`src/sv/pgsm_pkg.sv`:
```
`default_nettype none
package pgsm_pkg;

    localparam int SampleWidth = 16;
    localparam int ResultWidth = 32;
    localparam int MaxSlice    = 1024;
    localparam int PosWidth    = 10;
    localparam int SliceWidth  = 12;
    localparam int GroupWidth  = 13;
    localparam int LevelWidth  = 2;
    localparam int QueueDepth  = 4;
    localparam int QueuePtrW   = 2;
    localparam int DivSteps    = 32;
    localparam int DivCntW     = 5;
    localparam int CfgIdxW     = 3;
    localparam int CfgDataW    = 13;
    localparam int OutDataW    = 48;

    typedef enum logic [CfgIdxW-1:0] {
        REG_MEAN_MODE    = 3'd0,
        REG_SLICE_LENGTH = 3'd1,
        REG_LEVEL_COUNT  = 3'd2,
        REG_LEVEL_SIZE_A = 3'd3,
        REG_LEVEL_SIZE_B = 3'd4,
        REG_LEVEL_SIZE_C = 3'd5,
        REG_LEVEL_SIZE_D = 3'd6,
        REG_AXIS_LENGTH  = 3'd7
    } reg_index_t;

    typedef struct packed {
        logic              mean_mode;
        logic [10:0]       slice_length;
        logic [2:0]        level_count;
        logic [3:0][5:0]   lvl_dim;
        logic [12:0]       axis_length;
    } cfg_t;

    typedef struct packed {
        logic [SampleWidth-1:0] sample;
        logic [PosWidth-1:0]    pos;
        logic                   first;
        logic                   last_slice;
        logic [LevelWidth-1:0]  lev;
        logic                   row_end;
        logic                   mean;
        logic [GroupWidth-1:0]  group;
    } cmd_t;

    typedef enum logic [2:0] {
        BK_IDLE,
        BK_READ,
        BK_ACC,
        BK_DIV,
        BK_OUT
    } back_state_t;

    typedef struct packed {
        logic pop;
        logic acc_we;
        logic div_step;
        logic out_load;
    } back_ctl_t;

endpackage
`default_nettype wire

```
`src/sv/pgsm_front.sv`:
```
`default_nettype none
module pgsm_front (
    input  wire logic                              clk,
    input  wire logic                              rst_n,
    input  wire pgsm_pkg::cfg_t                    cfg,
    input  wire logic                              in_valid,
    output logic                                   in_ready,
    input  wire logic [pgsm_pkg::SampleWidth-1:0]  in_sample,
    output logic                                   push,
    output pgsm_pkg::cmd_t                         push_cmd,
    input  wire logic                              queue_full
);

    logic [pgsm_pkg::PosWidth-1:0]   pos_cnt_reg, pos_cnt_next;
    logic [pgsm_pkg::SliceWidth-1:0] slc_cnt_reg, slc_cnt_next;
    logic [pgsm_pkg::LevelWidth-1:0] lev_cnt_reg, lev_cnt_next;

    logic [10:0]                     len;
    logic [2:0]                      nlev;
    logic [pgsm_pkg::LevelWidth-1:0] lev;
    logic [5:0]                      size_a;
    logic [5:0]                      size_l;
    logic [5:0]                      size_raw;
    logic                            global_mode;
    logic [11:0]                     size_sq;
    logic [pgsm_pkg::GroupWidth-1:0] axis;
    logic [pgsm_pkg::GroupWidth-1:0] group;
    logic [pgsm_pkg::PosWidth-1:0]   pos;
    logic [pgsm_pkg::SliceWidth-1:0] slc;
    logic                            last_slice;
    logic                            last_pos;
    logic                            last_lev;
    logic                            accept;

    always_comb
    begin
        if (cfg.slice_length == 11'd0)
            len = 11'd1;
        else if (cfg.slice_length > 11'(pgsm_pkg::MaxSlice))
            len = 11'(pgsm_pkg::MaxSlice);
        else
            len = cfg.slice_length;

        if (cfg.level_count == 3'd0)
            nlev = 3'd1;
        else if (cfg.level_count > 3'd4)
            nlev = 3'd4;
        else
            nlev = cfg.level_count;

        if ({1'b0, lev_cnt_reg} >= nlev)
            lev = pgsm_pkg::LevelWidth'(nlev - 3'd1);
        else
            lev = lev_cnt_reg;

        size_a      = (cfg.lvl_dim[0] == 6'd0) ? 6'd1 : cfg.lvl_dim[0];
        size_raw    = cfg.lvl_dim[lev];
        size_l      = (size_raw == 6'd0) ? 6'd1 : size_raw;
        size_sq     = {6'd0, size_l} * {6'd0, size_l};
        global_mode = (nlev == 3'd1) && (size_a == 6'd1);

        if (cfg.axis_length == 13'd0)
            axis = 13'd1;
        else if (cfg.axis_length > 13'd4096)
            axis = 13'd4096;
        else
            axis = cfg.axis_length;

        group = global_mode ? axis : {1'b0, size_sq};

        if ({1'b0, pos_cnt_reg} >= len)
            pos = pgsm_pkg::PosWidth'(len - 11'd1);
        else
            pos = pos_cnt_reg;

        if ({1'b0, slc_cnt_reg} >= group)
            slc = pgsm_pkg::SliceWidth'(group - 13'd1);
        else
            slc = slc_cnt_reg;

        last_slice = ({1'b0, slc} + 13'd1) >= group;
        last_pos   = ({1'b0, pos} + 11'd1) >= len;
        last_lev   = ({1'b0, lev} + 3'd1) >= nlev;
    end

    assign in_ready = !queue_full;
    assign accept   = in_valid && !queue_full;
    assign push     = accept;

    always_comb
    begin
        push_cmd.sample     = in_sample;
        push_cmd.pos        = pos;
        push_cmd.first      = (slc == '0);
        push_cmd.last_slice = last_slice;
        push_cmd.lev        = lev;
        push_cmd.row_end    = last_lev && last_pos;
        push_cmd.mean       = cfg.mean_mode;
        push_cmd.group      = group;
    end

    always_comb
    begin
        pos_cnt_next = pos_cnt_reg;
        slc_cnt_next = slc_cnt_reg;
        lev_cnt_next = lev_cnt_reg;
        if (accept)
        begin
            if (last_pos)
            begin
                pos_cnt_next = '0;
                if (last_slice)
                begin
                    slc_cnt_next = '0;
                    lev_cnt_next = last_lev ? '0 : lev + 2'd1;
                end
                else
                begin
                    slc_cnt_next = slc + 12'd1;
                    lev_cnt_next = lev;
                end
            end
            else
            begin
                pos_cnt_next = pos + 10'd1;
                slc_cnt_next = slc;
                lev_cnt_next = lev;
            end
        end
    end

    always_ff @(posedge clk or negedge rst_n)
    begin
        if (!rst_n)
        begin
            pos_cnt_reg <= '0;
            slc_cnt_reg <= '0;
            lev_cnt_reg <= '0;
        end
        else
        begin
            pos_cnt_reg <= pos_cnt_next;
            slc_cnt_reg <= slc_cnt_next;
            lev_cnt_reg <= lev_cnt_next;
        end
    end

endmodule
`default_nettype wire

```
`config.mk`:
```
export PLATFORM = sky130hd
export DESIGN_NAME = pgsm_front
export DESIGN_NICKNAME = d
export VERILOG_FILES = /design/src/sv/pgsm_pkg.sv /design/src/sv/pgsm_front.sv
export SDC_FILE = /design/constraint.sdc
export NUM_CORES = 1
export LEC_CHECK = 0
export BUFFER_PORTS_ARGS = -buffer_cell sky130_fd_sc_hd__buf_2
export CAP_MARGIN = 20
export CORE_AREA = 2 2 103 105
export CTS_CLUSTER_DIAMETER = 50
export CTS_CLUSTER_SIZE = 24
export DETAILED_ROUTE_END_ITERATION = 8
export DIE_AREA = 0 0 105 107
export GPL_TIMING_DRIVEN = 1
export PLACE_DENSITY = 0.85
export RECOVER_POWER = 50
export SYNTH_ARGS = -nofsm -noshare
export SYNTH_HDL_FRONTEND = slang
export SYNTH_SLANG_ARGS = --single-unit
```
`constraint.sdc`:
```
create_clock -name clk -period 21.2 [get_ports clk]
set_clock_uncertainty 0.2 [all_clocks]
set_input_delay 3.18 -clock clk [delete_from_list [all_inputs] [get_ports clk]]
set_output_delay 3.18 -clock clk [all_outputs]
set_load 0.02 [all_outputs]
```
==> impl_metrics.ini <==
[sta]
rsz0062_at_grt = no
timing.fmax_ghz = 0.0580
slew_headroom = 0.0818
final.setup.tns_ns = 0
hold_viol_final = 0
period_needed_ns = 17.23
finalMaxSlewViolations = 0
setup_violations = 0
worst_pin_slew_ns = 1.37
post-route-period-util = 0.813

[die]
die_w_um = 105
fp.coreArea_um2 = 10100
num_rows = 37
fp.dieH_um = 107
die_area_um2 = 11200
ios = 119
initial_core_util = 0.542

[detailed_routing]
wl_um = 14900
first_pass_iters = 8
drt_iter0_drc = 557
vias_per_cell = 6.39
drc = 0
drtAntennaViolNets = 0
vias = 5659
route.detailed.wl_per_inst_um = 16.8

[setup_path]
cpMaxStageDelayCell = nand2_1
cp.buffers_inverters = 8
path_delay_family = simple AND/OR/NAND/NOR gates
critPathCaptureType = output port
critical_path_class = in2out
crit_path_start_kind = input pin
crit_arrival_ns = 13.85
max_stage_delay_ns = 0.56
crit_start = cfg[38]
required_ns = 17.82
worstPathMaxFanout = 24
r2r-start = lev_cnt_reg[0]

[global_routing]
antenna_found_initial = 0
grt_pass1_wl_um = 24500
grt_usage = 0.259
gr-usage-met1 = 0.360
met3_usage = 0.0304
use_met2 = 0.433
grt-busiest-layer = met2
grt_pass1_vias = 5196
grt_max_degree = 30
grt_overflow = 0

[clock_tree]
clockRootBuffer = clkbuf_8
postCtsSetupRepairBufs = 0
cts_buffers = 3
cts_num_sinks = 24
cts.path.max_buffers = 2
cts_tree = yes
postCtsHoldBufs = 0
h-tree-depth = 1
ctsResizeCount = 0
clkTransAtPathRegs_ns = 0.08
clk_latency_ns = 0.27

[yosys]
synthArstFlopShare = 1.00
synth.avg_cell_area_um2 = 7.80
synth_fa_ha_area_frac = 0.192
synthSimpleGateAreaFrac = 0.242
synthCells = 702
synth_compound_area_frac = 0.275
synthFlopType = dfrtp_1
synth_nets = 853
synth_top_family_by_area = compound AO/OA/AOI/OAI gates
ys_warn_count = 0
yosysSeqAreaShare = 0.110
synth_edf_count = 0
synth_cell_types = 90
netlist_area_um2 = 5470
synth.mux.area_fraction = 0.0402
ys_ff_latch = 24
synth_xor_area_frac = 0.0464

[final_layout]
fill_cells = 997
largest_reg_flops = 12
synthToLayoutAreaGrowth_pct = 5.81
fin_nets = 901
layout-drive-gt1-share = 0.186
final-seq-area_um2 = 601
diodes = 0
multiInputGateArea_um2 = 4340

[place]
dp_hpwl_um = 12100
gp_congestion = 0.991
port_buffers = 84

[status]
status = completed

[min_path]
hp-class = reg2reg
hp-start = pos_cnt_reg[1]

[job]
drv_cap = 0
==> kinds of logic (layout without fill, tap and decap cells) <==
family,after synthesis,count (layout)
simple gates,252,252
compound gates,202,202
buf+inv,95,142
fa+ha+maj,79,79
xor+xnor,29,29
flops,24,24
mux,21,21
==> routing by layer <==
metal	up-vias	part of all wire
met5	-	0
met4	0	0.022
met3	40	0.076
met2	284	0.45
met1	2629	0.45
li1	2706	-
==> cell usage after synthesis (5+ instances only) <==
cell / n / area (um2)
ha_1: 71 / 888
nor2_1: 58 / 218
nand2_1: 49 / 184
inv_1: 48 / 180
o21ai_0: 36 / 180
nand3_1: 30 / 150
dfrtp_1: 24 / 601
a21oi_1: 23 / 115
buf_4: 19 / 143
a211oi_1: 18 / 135
a31oi_1: 18 / 113
nor4_1: 15 / 93.8
xnor2_1: 15 / 131
xor2_1: 14 / 123
a21o_1: 13 / 97.6
mux2i_1: 13 / 130
nor3_1: 13 / 65.1
clkbuf_1: 12 / 45.0
nand2b_1: 12 / 75.1
nand4_1: 9 / 56.3
o21a_1: 9 / 67.6
and2_1: 8 / 50.1
fa_1: 8 / 160
mux2_2: 8 / 90.1
nor2b_1: 8 / 50.1
nor3b_1: 7 / 52.6
or2_2: 7 / 43.8
a22oi_1: 6 / 45.0
and3_1: 6 / 37.5
o211ai_1: 6 / 45.0
o21ai_1: 6 / 30.0
or3_1: 6 / 37.5
a22o_1: 5 / 43.8
a31o_2: 5 / 43.8
clkbuf_8: 5 / 68.8
o21bai_1: 5 / 37.5
==> through the flow <==
stage          hold slack [ns]  std cells  setup slack (ns)   util  area (um2)
5_1_grt                  0.409        885              2.98  0.574        5790
3_5_place_dp             0.358        881              4.44  0.570        5750
3_3_place_gp             0.344        881              4.76  0.570        5750
6_report                 0.386        885              3.97  0.574        5790
2_1_floorplan            0.290        702              5.12      -        5470
4_1_cts                  0.375        885              4.41  0.575        5810
==> worst paths after layout <==
path / endpoint / depth (start not counted) / slack [ns]
max: push_cmd[17] / 44 / 3.97
min: pos_cnt_reg[1] / 2 / 0.39
max reg2reg: slc_cnt_reg[9] / 45 / 9.26
min reg2reg: pos_cnt_reg[1] / 2 / 0.39
max in group asynchronous: lev_cnt_reg[0] / 1 / 17.12
min in group asynchronous: pos_cnt_reg[0] / 1 / 2.95
==> placed cells by master, fill, tap and decap left out, types with 9 or more instances in the layout <==
cell / n
nand4_1: 9
nand3_1: 30
nor4_1: 15
ha_1: 71
nor2_1: 60
inv_1: 48
o21a_1: 9
nand2_1: 49
a31oi_1: 18
buf_2: 80
o21ai_0: 37
xnor2_1: 15
a211oi_1: 18
xor2_1: 14
nor3_1: 13
a21o_1: 13
mux2i_1: 13
dfrtp_1: 24
nand2b_1: 12
a21oi_1: 23
==> worst min-delay path: stages (launching register included) <==
cell and delay (ns):
dfrtp_1 0.42, nand2_1 0.06, o21ai_0 0.07
==> area by class of cell <==
cell class | instances | share of cell area
Sequential cell | 24 | 0.104
Tap cell | 136 | 0.0294
Inverter | 53 | 0.0352
Clock buffer | 4 | 0.00951
Timing Repair Buffer | 85 | 0.0730
Multi-Input combinational cell | 583 | 0.749
Power is not shown: default switching activity piles up to over one toggle a cycle in this logic, so the estimate is an artifact.
