[src/sv/pgsm_pkg.sv]
`default_nettype none
package pgsm_pkg;

    localparam int SampleWidth = 16;
    localparam int ResultWidth = 32;
    localparam int MaxSlice    = 1024;
    localparam int PosWidth    = 10;
    localparam int SliceWidth  = 12;
    localparam int GroupWidth  = 13;
    localparam int LevelWidth  = 2;
    localparam int QueueDepth  = 4;
    localparam int QueuePtrW   = 2;
    localparam int DivSteps    = 32;
    localparam int DivCntW     = 5;
    localparam int CfgIdxW     = 3;
    localparam int CfgDataW    = 13;
    localparam int OutDataW    = 48;

    typedef enum logic [CfgIdxW-1:0] {
        REG_MEAN_MODE    = 3'd0,
        REG_SLICE_LENGTH = 3'd1,
        REG_LEVEL_COUNT  = 3'd2,
        REG_LEVEL_SIZE_A = 3'd3,
        REG_LEVEL_SIZE_B = 3'd4,
        REG_LEVEL_SIZE_C = 3'd5,
        REG_LEVEL_SIZE_D = 3'd6,
        REG_AXIS_LENGTH  = 3'd7
    } reg_index_t;

    typedef struct packed {
        logic              mean_mode;
        logic [10:0]       slice_length;
        logic [2:0]        level_count;
        logic [3:0][5:0]   lvl_dim;
        logic [12:0]       axis_length;
    } cfg_t;

    typedef struct packed {
        logic [SampleWidth-1:0] sample;
        logic [PosWidth-1:0]    pos;
        logic                   first;
        logic                   last_slice;
        logic [LevelWidth-1:0]  lev;
        logic                   row_end;
        logic                   mean;
        logic [GroupWidth-1:0]  group;
    } cmd_t;

    typedef enum logic [2:0] {
        BK_IDLE,
        BK_READ,
        BK_ACC,
        BK_DIV,
        BK_OUT
    } back_state_t;

    typedef struct packed {
        logic pop;
        logic acc_we;
        logic div_step;
        logic out_load;
    } back_ctl_t;

endpackage
`default_nettype wire

[src/sv/pgsm_queue.sv]
`default_nettype none
module pgsm_queue (
    input  wire logic           clk,
    input  wire logic           rst_n,
    input  wire logic           push,
    input  wire pgsm_pkg::cmd_t push_cmd,
    output logic                full,
    input  wire logic           pop,
    output pgsm_pkg::cmd_t      head_cmd,
    output logic                empty
);

    pgsm_pkg::cmd_t                   entry_reg [pgsm_pkg::QueueDepth];
    logic [pgsm_pkg::QueuePtrW-1:0]   wr_ptr_reg, wr_ptr_next;
    logic [pgsm_pkg::QueuePtrW-1:0]   rd_ptr_reg, rd_ptr_next;
    logic [pgsm_pkg::QueuePtrW:0]     count_reg, count_next;

    assign full     = (count_reg == (pgsm_pkg::QueuePtrW+1)'(pgsm_pkg::QueueDepth));
    assign empty    = (count_reg == '0);
    assign head_cmd = entry_reg[rd_ptr_reg];

    always_comb
    begin
        wr_ptr_next = push ? wr_ptr_reg + pgsm_pkg::QueuePtrW'(1) : wr_ptr_reg;
        rd_ptr_next = pop  ? rd_ptr_reg + pgsm_pkg::QueuePtrW'(1) : rd_ptr_reg;
        count_next  = count_reg;
        if (push && !pop)
            count_next = count_reg + (pgsm_pkg::QueuePtrW+1)'(1);
        else if (pop && !push)
            count_next = count_reg - (pgsm_pkg::QueuePtrW+1)'(1);
    end

    always_ff @(posedge clk)
    begin
        if (push)
            entry_reg[wr_ptr_reg] <= push_cmd;
    end

    always_ff @(posedge clk or negedge rst_n)
    begin
        if (!rst_n)
        begin
            wr_ptr_reg <= '0;
            rd_ptr_reg <= '0;
            count_reg  <= '0;
        end
        else
        begin
            wr_ptr_reg <= wr_ptr_next;
            rd_ptr_reg <= rd_ptr_next;
            count_reg  <= count_next;
        end
    end

endmodule
`default_nettype wire

[config.mk]
export PLATFORM = sky130hd
export DESIGN_NAME = pgsm_queue
export DESIGN_NICKNAME = d
export VERILOG_FILES = /design/src/sv/pgsm_pkg.sv /design/src/sv/pgsm_queue.sv
export SDC_FILE = /design/constraint.sdc
export NUM_CORES = 1
export LEC_CHECK = 0
export ABC_CLOCK_PERIOD_IN_PS = 2100
export BUFFER_PORTS_ARGS = -buffer_cell sky130_fd_sc_hd__buf_2
export CORE_MARGIN = 4
export CORE_UTILIZATION = 50
export CTS_CLUSTER_SIZE = 24
export DETAILED_ROUTE_END_ITERATION = 6
export PLACE_DENSITY_LB_ADDON = 0.05
export SYNTH_ARGS = -nofsm -noshare
export SYNTH_HDL_FRONTEND = slang
export SYNTH_SLANG_ARGS = --single-unit
[constraint.sdc]
create_clock -name clk -period 2.1 [get_ports clk]
set_input_delay 0.21 -clock clk [delete_from_list [all_inputs] [get_ports clk]]
set_output_delay 0.21 -clock clk [all_outputs]
set_load 0.03 [all_outputs]
==> metrics.csv, run 1 <==
stage;metric;value;unit
hold_path;Worst Hold Class;primary input to flop;
grt;largest net degree at the start of global routing;24;
route;final WL;12.64;mm
yosys;Cell Area, Synth;0.006908;sq mm
grt;initial antenna violation count;0;
route;initial drt markers;206;
sta;Final Cycle Share;0.9906;
place;pre-CTS WS;0.4032;ns
sta;headroom to the max-slew limit;0.7222;
route;M1 WL;5.207;mm
setup_path;CP max-delay cell;dfrtp_4;
sta;Fin. Hold Viols;0;
yosys;most frequent cell after synthesis;edfxtp_1;
sta;measured slew at the worst slew-check pin;0.4168;ns
clock_network;clk slew on worst S/H paths;0.06;ns
yosys;syn_nets;324;
clock_network;CTS buffer count;17;
yosys;main flop type after synthesis;edfxtp_1;
clock_network;# H-tree levels;4;
route;via count;3296;
grt;Global Route Usage Sum;0.1655;
layout;Area Growth Syn to Fin;29.49;%
route;Post-DRT Antenna Nets;0;
route;drt via density;5.291;
die;Die W;125.5;um
grt;vias in the first global route;3557;
route;DRC Markers;0;
sta;final worst path period need;2.080;ns
setup_path;CP peak stage delay;0.52;ns
sta;clk_skew;0.003317;ns
place;RePlAce Congestion;0.7140;
yosys;synth unique cells;20;
yosys;Synth Area in Compound Gates;0.0007245;
die;Vert. Die Dim;125.5;um
die;Initial Util;0.5155;
sta;Max Slew Vio Count;0;
power_and_ir_drop;Leak;0.003162;uW
setup_path;Worst setup EP type;output port;
clock_network;Max Root-Sink Buffers;2;
layout;number of flip-flops in the largest register;180;
yosys;largest family of logic cells by synthesized area;multiplexers;
grt;first-pass GRT wire length;19.56;mm
setup_path;worst-path fanout max;8;
sta;final setup vio count;0;
flow_run;max cap viols;0;
sta;f_max;0.4807;GHz
clock_network;Clock Latency Late Sink;0.41;ns
yosys;Commonest cells post-synth;edfxtp_1 (180), mux4_2 (45), dfrtp_1 (7);
place;Port Buf Inserts;95;
yosys;Seq cells post-synth;187;
yosys;yosys warns;0;
place;Post-Place Cell Area;0.007675;sq mm
yosys;post-synthesis sequential area ratio;0.8078;
yosys;Synth Area in Simple Gates;0.007064;
sta;unrepaired setup endpoints after global routing;yes;
die;Top-Level Pins;96;
grt;grt ovf;0;
die;core area;0.01340;sq mm
place;DPL Wire Length;7.500;mm
layout;cell area after layout;0.008945;sq mm
power_and_ir_drop;PwrDens;1489;mW/mm^2
clock_network;TritonCTS clock tree;done;
route;first drt pass iteration count;4;
yosys;post-synthesis mux area share;0.1483;
sta;Setup WS post-layout;0.01980;ns
setup_path;critical path arrival;1.87;ns
yosys;Adder-Cell Fraction of Synth Area;0.01195;
layout;antenna fix cells;0;
clock_network;CTS root buf;clkbuf_16;
power_and_ir_drop;Max IR drop VDD;0.8175;mV
layout;fin nets;489;
die;die area;0.01576;sq mm
setup_path;CP Data Required Time;1.89;ns
setup_path;startpoint types;flop;
yosys;Synth top area share;0.7825;
setup_path;WS Path Type;flop to output port;
setup_path;critical-path cell list;buf_4 > clkbuf_16 > mux4_2 > buf_6;
yosys;top cells by area, synth;edfxtp_1 (78%), mux4_2 (15%), dfrtp_1 (2.5%);
yosys;Mapped Cells;269;
route;top sig layer;met4;
route;metal3 WL;523;um
route;met2 WL post-DR;6.698;mm
yosys;Syn Area/Cell;25.68;sq um
power_and_ir_drop;Final Power;13320;uW
yosys;area leader, netlist;edfxtp_1;
sta;hold slack final;0.01955;ns
clock_network;Clock Sinks;187;
yosys;asr flop ratio synth;0.03743;
run_status;outcome;finished clean;
die;num rows;42;
yosys;XOR/XNOR Fraction of Synth Area;0.007607;
route;post-DR wirelength/cell;20.29;um
layout;share of cells above drive strength 1;0.4474;
yosys;number of synthesized flops with an enable pin;180;
[timing repair]
action / in CTS / in global routing
setup endpoints to repair: 37 / 36
hold buffers: 36 / 0
hold endpoints to repair: 143 / 0
resized for setup: 5 / 84
buffers inserted: 3 / 5
gates cloned: 0 / 4
[path summary, 6_finish.rpt]
kind,from,end,slack [ns],cells after the start
worst max-delay path,rd_ptr_reg[0]$_DFFE_PN0P_,head_cmd[7],0.02,4
worst min-delay path,push_cmd[19],entry_reg[1][19]$_DFFE_PP_,0.02,1
worst max register to register,wr_ptr_reg[0]$_DFFE_PN0P_,entry_reg[0][3]$_DFFE_PP_,0.61,4
worst min register to register,count_reg[2]$_DFFE_PN0P_,count_reg[2]$_DFFE_PN0P_,0.52,1
max in group asynchronous,rst_n,rd_ptr_reg[0]$_DFFE_PN0P_,1.73,2
min in group asynchronous,rst_n,rd_ptr_reg[0]$_DFFE_PN0P_,0.18,2
[cell usage in the layout, fill, tap and decap left out, drive strengths merged]
master         n
edfxtp       180
clkinvlp       5
nor3b          1
nor2           1
nand2          2
mux2           1
xnor2          2
clkbuf        21
fa             1
nor3           1
mux4          45
o21ai          1
ha             5
buf          116
dfrtp          7
dlygate4sd3   36
inv            4
xor2           4
bufinv         2
and2           4
clkinv         8
[where the power goes]
| group | switching (uW) | leakage (uW) | total [uW] | internal [uW] |
|---|---|---|---|---|
| sequential | 269 | 0.00173 | 5160 | 4890 |
| clock | 1250 | 0.000260 | 2970 | 1720 |
| combinational | 2770 | 0.00117 | 5180 | 2410 |
| total | 4290 | 0.00316 | 13300 | 9020 |
[layout make-up]
cell class | instances | area (sq um)
repair buffers | 156 | 1348
well taps | 176 | 220.2
inverters | 4 | 15.01
clock buffers | 17 | 425.4
fillers | 890 | 4456
clock inverters | 15 | 132.6
multi-input cells | 68 | 1219
flip-flops and latches | 187 | 5585
[cell families (layout without fill, tap and decap cells)]
logic type               count (synthesis)  after routing
buffers and inverters                   14            192
AO/OA/AOI/OAI                            1              1
adder cells (fa/ha/maj)                  6              6
AND/OR/NAND/NOR                          9              9
flip-flops                             187            187
multiplexers                            46             46
XOR/XNOR                                 6              6
[worst max-delay path: cells and delay by family (launching register included)]
| kind | cells | cell delay [ns] |
|---|---|---|
| flops | 1 | 0.52 |
| buf+inv | 3 | 0.49 |
| mux | 1 | 0.44 |
[metrics by stage]
stage                     std cells  utilization    TNS, ns
after floorplan                 269            -          0
after global placement          543       0.5727          0
after detailed placement        543       0.5727          0
after CTS                       614       0.6439  -0.004025
after global routing            623       0.6675    -0.6623
final                           623       0.6675          0
[metal layers]
layer | track usage | up-vias
met5 | 0 | -
met3 | 0.03923 | 17
met2 | 0.2675 | 80
met4 | 0.06505 | 0
met1 | 0.2204 | 1729
li1 | - | 1470
Power figures use the tool's default switching activity.
==> run 2: changes to the inputs <==
--- a/config.mk
+++ b/config.mk
@@ -12,6 +12,8 @@
 export CTS_CLUSTER_SIZE = 24
 export DETAILED_ROUTE_END_ITERATION = 6
 export PLACE_DENSITY_LB_ADDON = 0.05
+export RECOVER_POWER = 100
+export REMOVE_ABC_BUFFERS = 1
 export SYNTH_ARGS = -nofsm -noshare
 export SYNTH_HDL_FRONTEND = slang
 export SYNTH_SLANG_ARGS = --single-unit
==> run 2 against run 1 <==
Wire length shrank 5.0%. Sequential power shrank 1%. Sequential share of layout area grew 2.1 points. Clock-buffer cell count is the same. Worst setup slack gained 0.031 ns. Final area shrank 3.2%. Register-to-register slack lost 0.07 ns. Critical path depth shrank 1. Fmax grew 1.5%. Via count shrank 3.2%. Non-clock buffer count shrank 16. Largest cell class unchanged.
==> metrics.csv, run 2 (synthesis gave the netlist of run 1 again) <==
stage;metric;value;unit;change
run_status;outcome;finished clean;;unchanged
setup_path;CP peak stage delay;0.52;ns;about the same
die;die area;0.01576;sq mm;unchanged
sta;Max Slew Vio Count;0;;unchanged
place;Port Buf Inserts;95;;unchanged
setup_path;Reg-to-Reg Start;wr_ptr_reg[0]$_DFFE_PN0P_;;unchanged
sta;final setup vio count;0;;unchanged
layout;fin nets;473;;was 489
setup_path;WP buf/inv;2;;was 3
grt;Global Route Usage Sum;0.1627;;was 0.1655
setup_path;critical-path cell list;buf_12 > mux4_2 > buf_2;;was buf_4 > clkbuf_16 > mux4_2 > buf_6
route;initial drt markers;151;;was 206
place;pre-CTS WS;0.3932;ns;was 0.4032 ns
route;final WL;12.01;mm;was 12.64 mm
place;RePlAce Congestion;0.6609;;was 0.7140
setup_path;reg2reg end;entry_reg[2][7]$_DFFE_PP_;;was entry_reg[0][3]$_DFFE_PP_
setup_path;startpoint types;flop;;unchanged
setup_path;reg2reg setup slack;0.54;ns;was 0.61 ns
die;core area;0.01340;sq mm;unchanged
die;Vert. Die Dim;125.5;um;unchanged
hold_path;min-delay src;push_cmd[3];;was push_cmd[19]
setup_path;Worst setup EP type;output port;;unchanged
clock_network;Clock Latency Late Sink;0.42;ns;was 0.41 ns
clock_network;Max Root-Sink Buffers;2;;unchanged
route;first drt pass iteration count;4;;unchanged
clock_network;clk slew on worst S/H paths;0.07;ns;was 0.06 ns
layout;commonest cells after routing, fill and taps aside;edfxtp_1 (180), clkbuf_1 (46), mux4_2 (45);;was edfxtp_1 (180), buf_2 (65), mux4_2 (45)
sta;Setup WS post-layout;0.05080;ns;was 0.01980 ns
route;via count;3190;;was 3296
route;DRC Markers;0;;unchanged
setup_path;worst-path fanout max;16;;was 8
hold_path;Worst Hold Class;primary input to flop;;unchanged
sta;measured slew at the worst slew-check pin;0.3905;ns;was 0.4168 ns
clock_network;# H-tree levels;4;;unchanged
route;post-DR wirelength/cell;19.79;um;was 20.29 um
layout;antenna fix cells;0;;unchanged
setup_path;Top delay family on crit path;multiplexers;;was flip-flops
clock_network;CTS root buf;clkbuf_16;;unchanged
layout;Layout Cells excl Fill;607;;was 623
sta;unrepaired setup endpoints after global routing;yes;;unchanged
clock_network;postcts setup bufs;0;;was 3
place;DPL Wire Length;7.011;mm;was 7.500 mm
sta;Fin. Hold Viols;0;;unchanged
power_and_ir_drop;Max IR drop VDD;0.8978;mV;was 0.8175 mV
grt;grt ovf;0;;unchanged
sta;final worst path period need;2.049;ns;was 2.080 ns
flow_run;max cap viols;0;;unchanged
clock_network;CTS buffer count;17;;unchanged
route;drt via density;5.255;;was 5.291
die;Top-Level Pins;96;;unchanged
grt;largest net degree at the start of global routing;41;;was 24
setup_path;Reg2Reg Depth;4;;unchanged
layout;most common cell after layout, fill and taps aside;edfxtp_1;;unchanged
clock_network;Clock Sinks;187;;unchanged
power_and_ir_drop;Leak;0.002909;uW;was 0.003162 uW
grt;vias in the first global route;3529;;was 3557
hold_path;hold path endpoint;entry_reg[1][3]$_DFFE_PP_;;was entry_reg[1][19]$_DFFE_PP_
die;Die W;125.5;um;unchanged
sta;hold slack final;0.06327;ns;was 0.01955 ns
route;Post-DRT Antenna Nets;0;;unchanged
place;Cells after DPL;540;;was 543
die;Initial Util;0.5155;;unchanged
setup_path;critical path arrival;1.84;ns;was 1.87 ns
layout;number of flip-flops in the largest register;180;;unchanged
layout;Area Growth Syn to Fin;25.29;%;was 29.49%
grt;initial antenna violation count;0;;unchanged
hold_path;hold path depth;1;;unchanged
setup_path;CP max-delay cell;mux4_2;;was dfrtp_4
clock_network;TritonCTS clock tree;done;;unchanged
sta;f_max;0.4880;GHz;was 0.4807 GHz
sta;Final Cycle Share;0.9758;;was 0.9906
sta;clk_skew;0.008133;ns;was 0.003317 ns
layout;share of cells above drive strength 1;0.3295;;was 0.4474
setup_path;CP Data Required Time;1.89;ns;about the same
grt;first-pass GRT wire length;19.24;mm;was 19.56 mm
setup_path;WS Path Type;flop to output port;;unchanged
die;num rows;42;;unchanged
sta;headroom to the max-slew limit;0.7397;;was 0.7222
power_and_ir_drop;PwrDens;1480;mW/mm^2;was 1489 mW/mm^2
power_and_ir_drop;Final Power;12810;uW;was 13320 uW
run 2: cell count changes in the layout (fill, tap and decap cells not counted), sizes merged:
| cell | before | now |
|---|---|---|
| buf | 116 | 59 |
| clkbuf | 21 | 64 |
| clkinv | 8 | 5 |
| clkinvlp | 5 | 7 |
| dlygate4sd3 | 36 | 34 |
| inv | 4 | 5 |
run 2: report_power, final:
part | switching [uW] | internal [uW] | total, uW
clock network | 1320 | 1750 | 3070
logic | 2680 | 1950 | 4630
registers | 216 | 4890 | 5110
run 2: worst max-delay path by stage:
| stage | slack [ns] | cells after the start | from | end |
|---|---|---|---|---|
| after floorplan | -0.77 | 1 | rd_ptr_reg[0]$_DFFE_PN0P_ | head_cmd[0] |
| after global placement | 0.40 | 3 | rd_ptr_reg[0]$_DFFE_PN0P_ | head_cmd[22] |
| after detailed placement | 0.39 | 3 | rd_ptr_reg[0]$_DFFE_PN0P_ | head_cmd[5] |
| after CTS | -0.03 | 3 | rd_ptr_reg[0]$_DFFE_PN0P_ | head_cmd[42] |
| after global routing | -0.03 | 3 | rd_ptr_reg[0]$_DFFE_PN0P_ | head_cmd[42] |
| final | 0.05 | 3 | rd_ptr_reg[0]$_DFFE_PN0P_ | head_cmd[30] |
run 2: layout make-up:
cell class | count | area (sq um)
clock buffer | 17 | 425.4
clock inverter | 15 | 150.1
fill | 954 | 4746
inverter | 4 | 15.01
multi-input combinational | 68 | 1219
sequential | 187 | 5585
tap | 176 | 220.2
timing repair buffer | 140 | 1040
run 2: repair_timing:
action	CTS	global route
pin swaps	0	0
gates resized for setup	36	4
hold buffers	30	4
cloned	0	1
endpoints found under the hold margin	112	12
endpoints found under the setup margin	30	45
run 2: stage by stage:
step | utilization | TNS [ns] | instance area [sq um]
detailed placement | 0.5701 | 0 | 7640
global placement | 0.5701 | 0 | 7640
floorplan | - | -35.27 | 6809
CTS | 0.6441 | -0.04434 | 8631
finish | 0.6458 | 0 | 8655
global route | 0.6458 | -0.3084 | 8655
run 2: metal layers:
| metal | global-route usage | part of all wire |
|---|---|---|
| met1 | 0.2082 | 0.42 |
| met2 | 0.2690 | 0.52 |
| met5 | 0 | 0 |
| met3 | 0.04435 | 0.039 |
| met4 | 0.06122 | 0.015 |
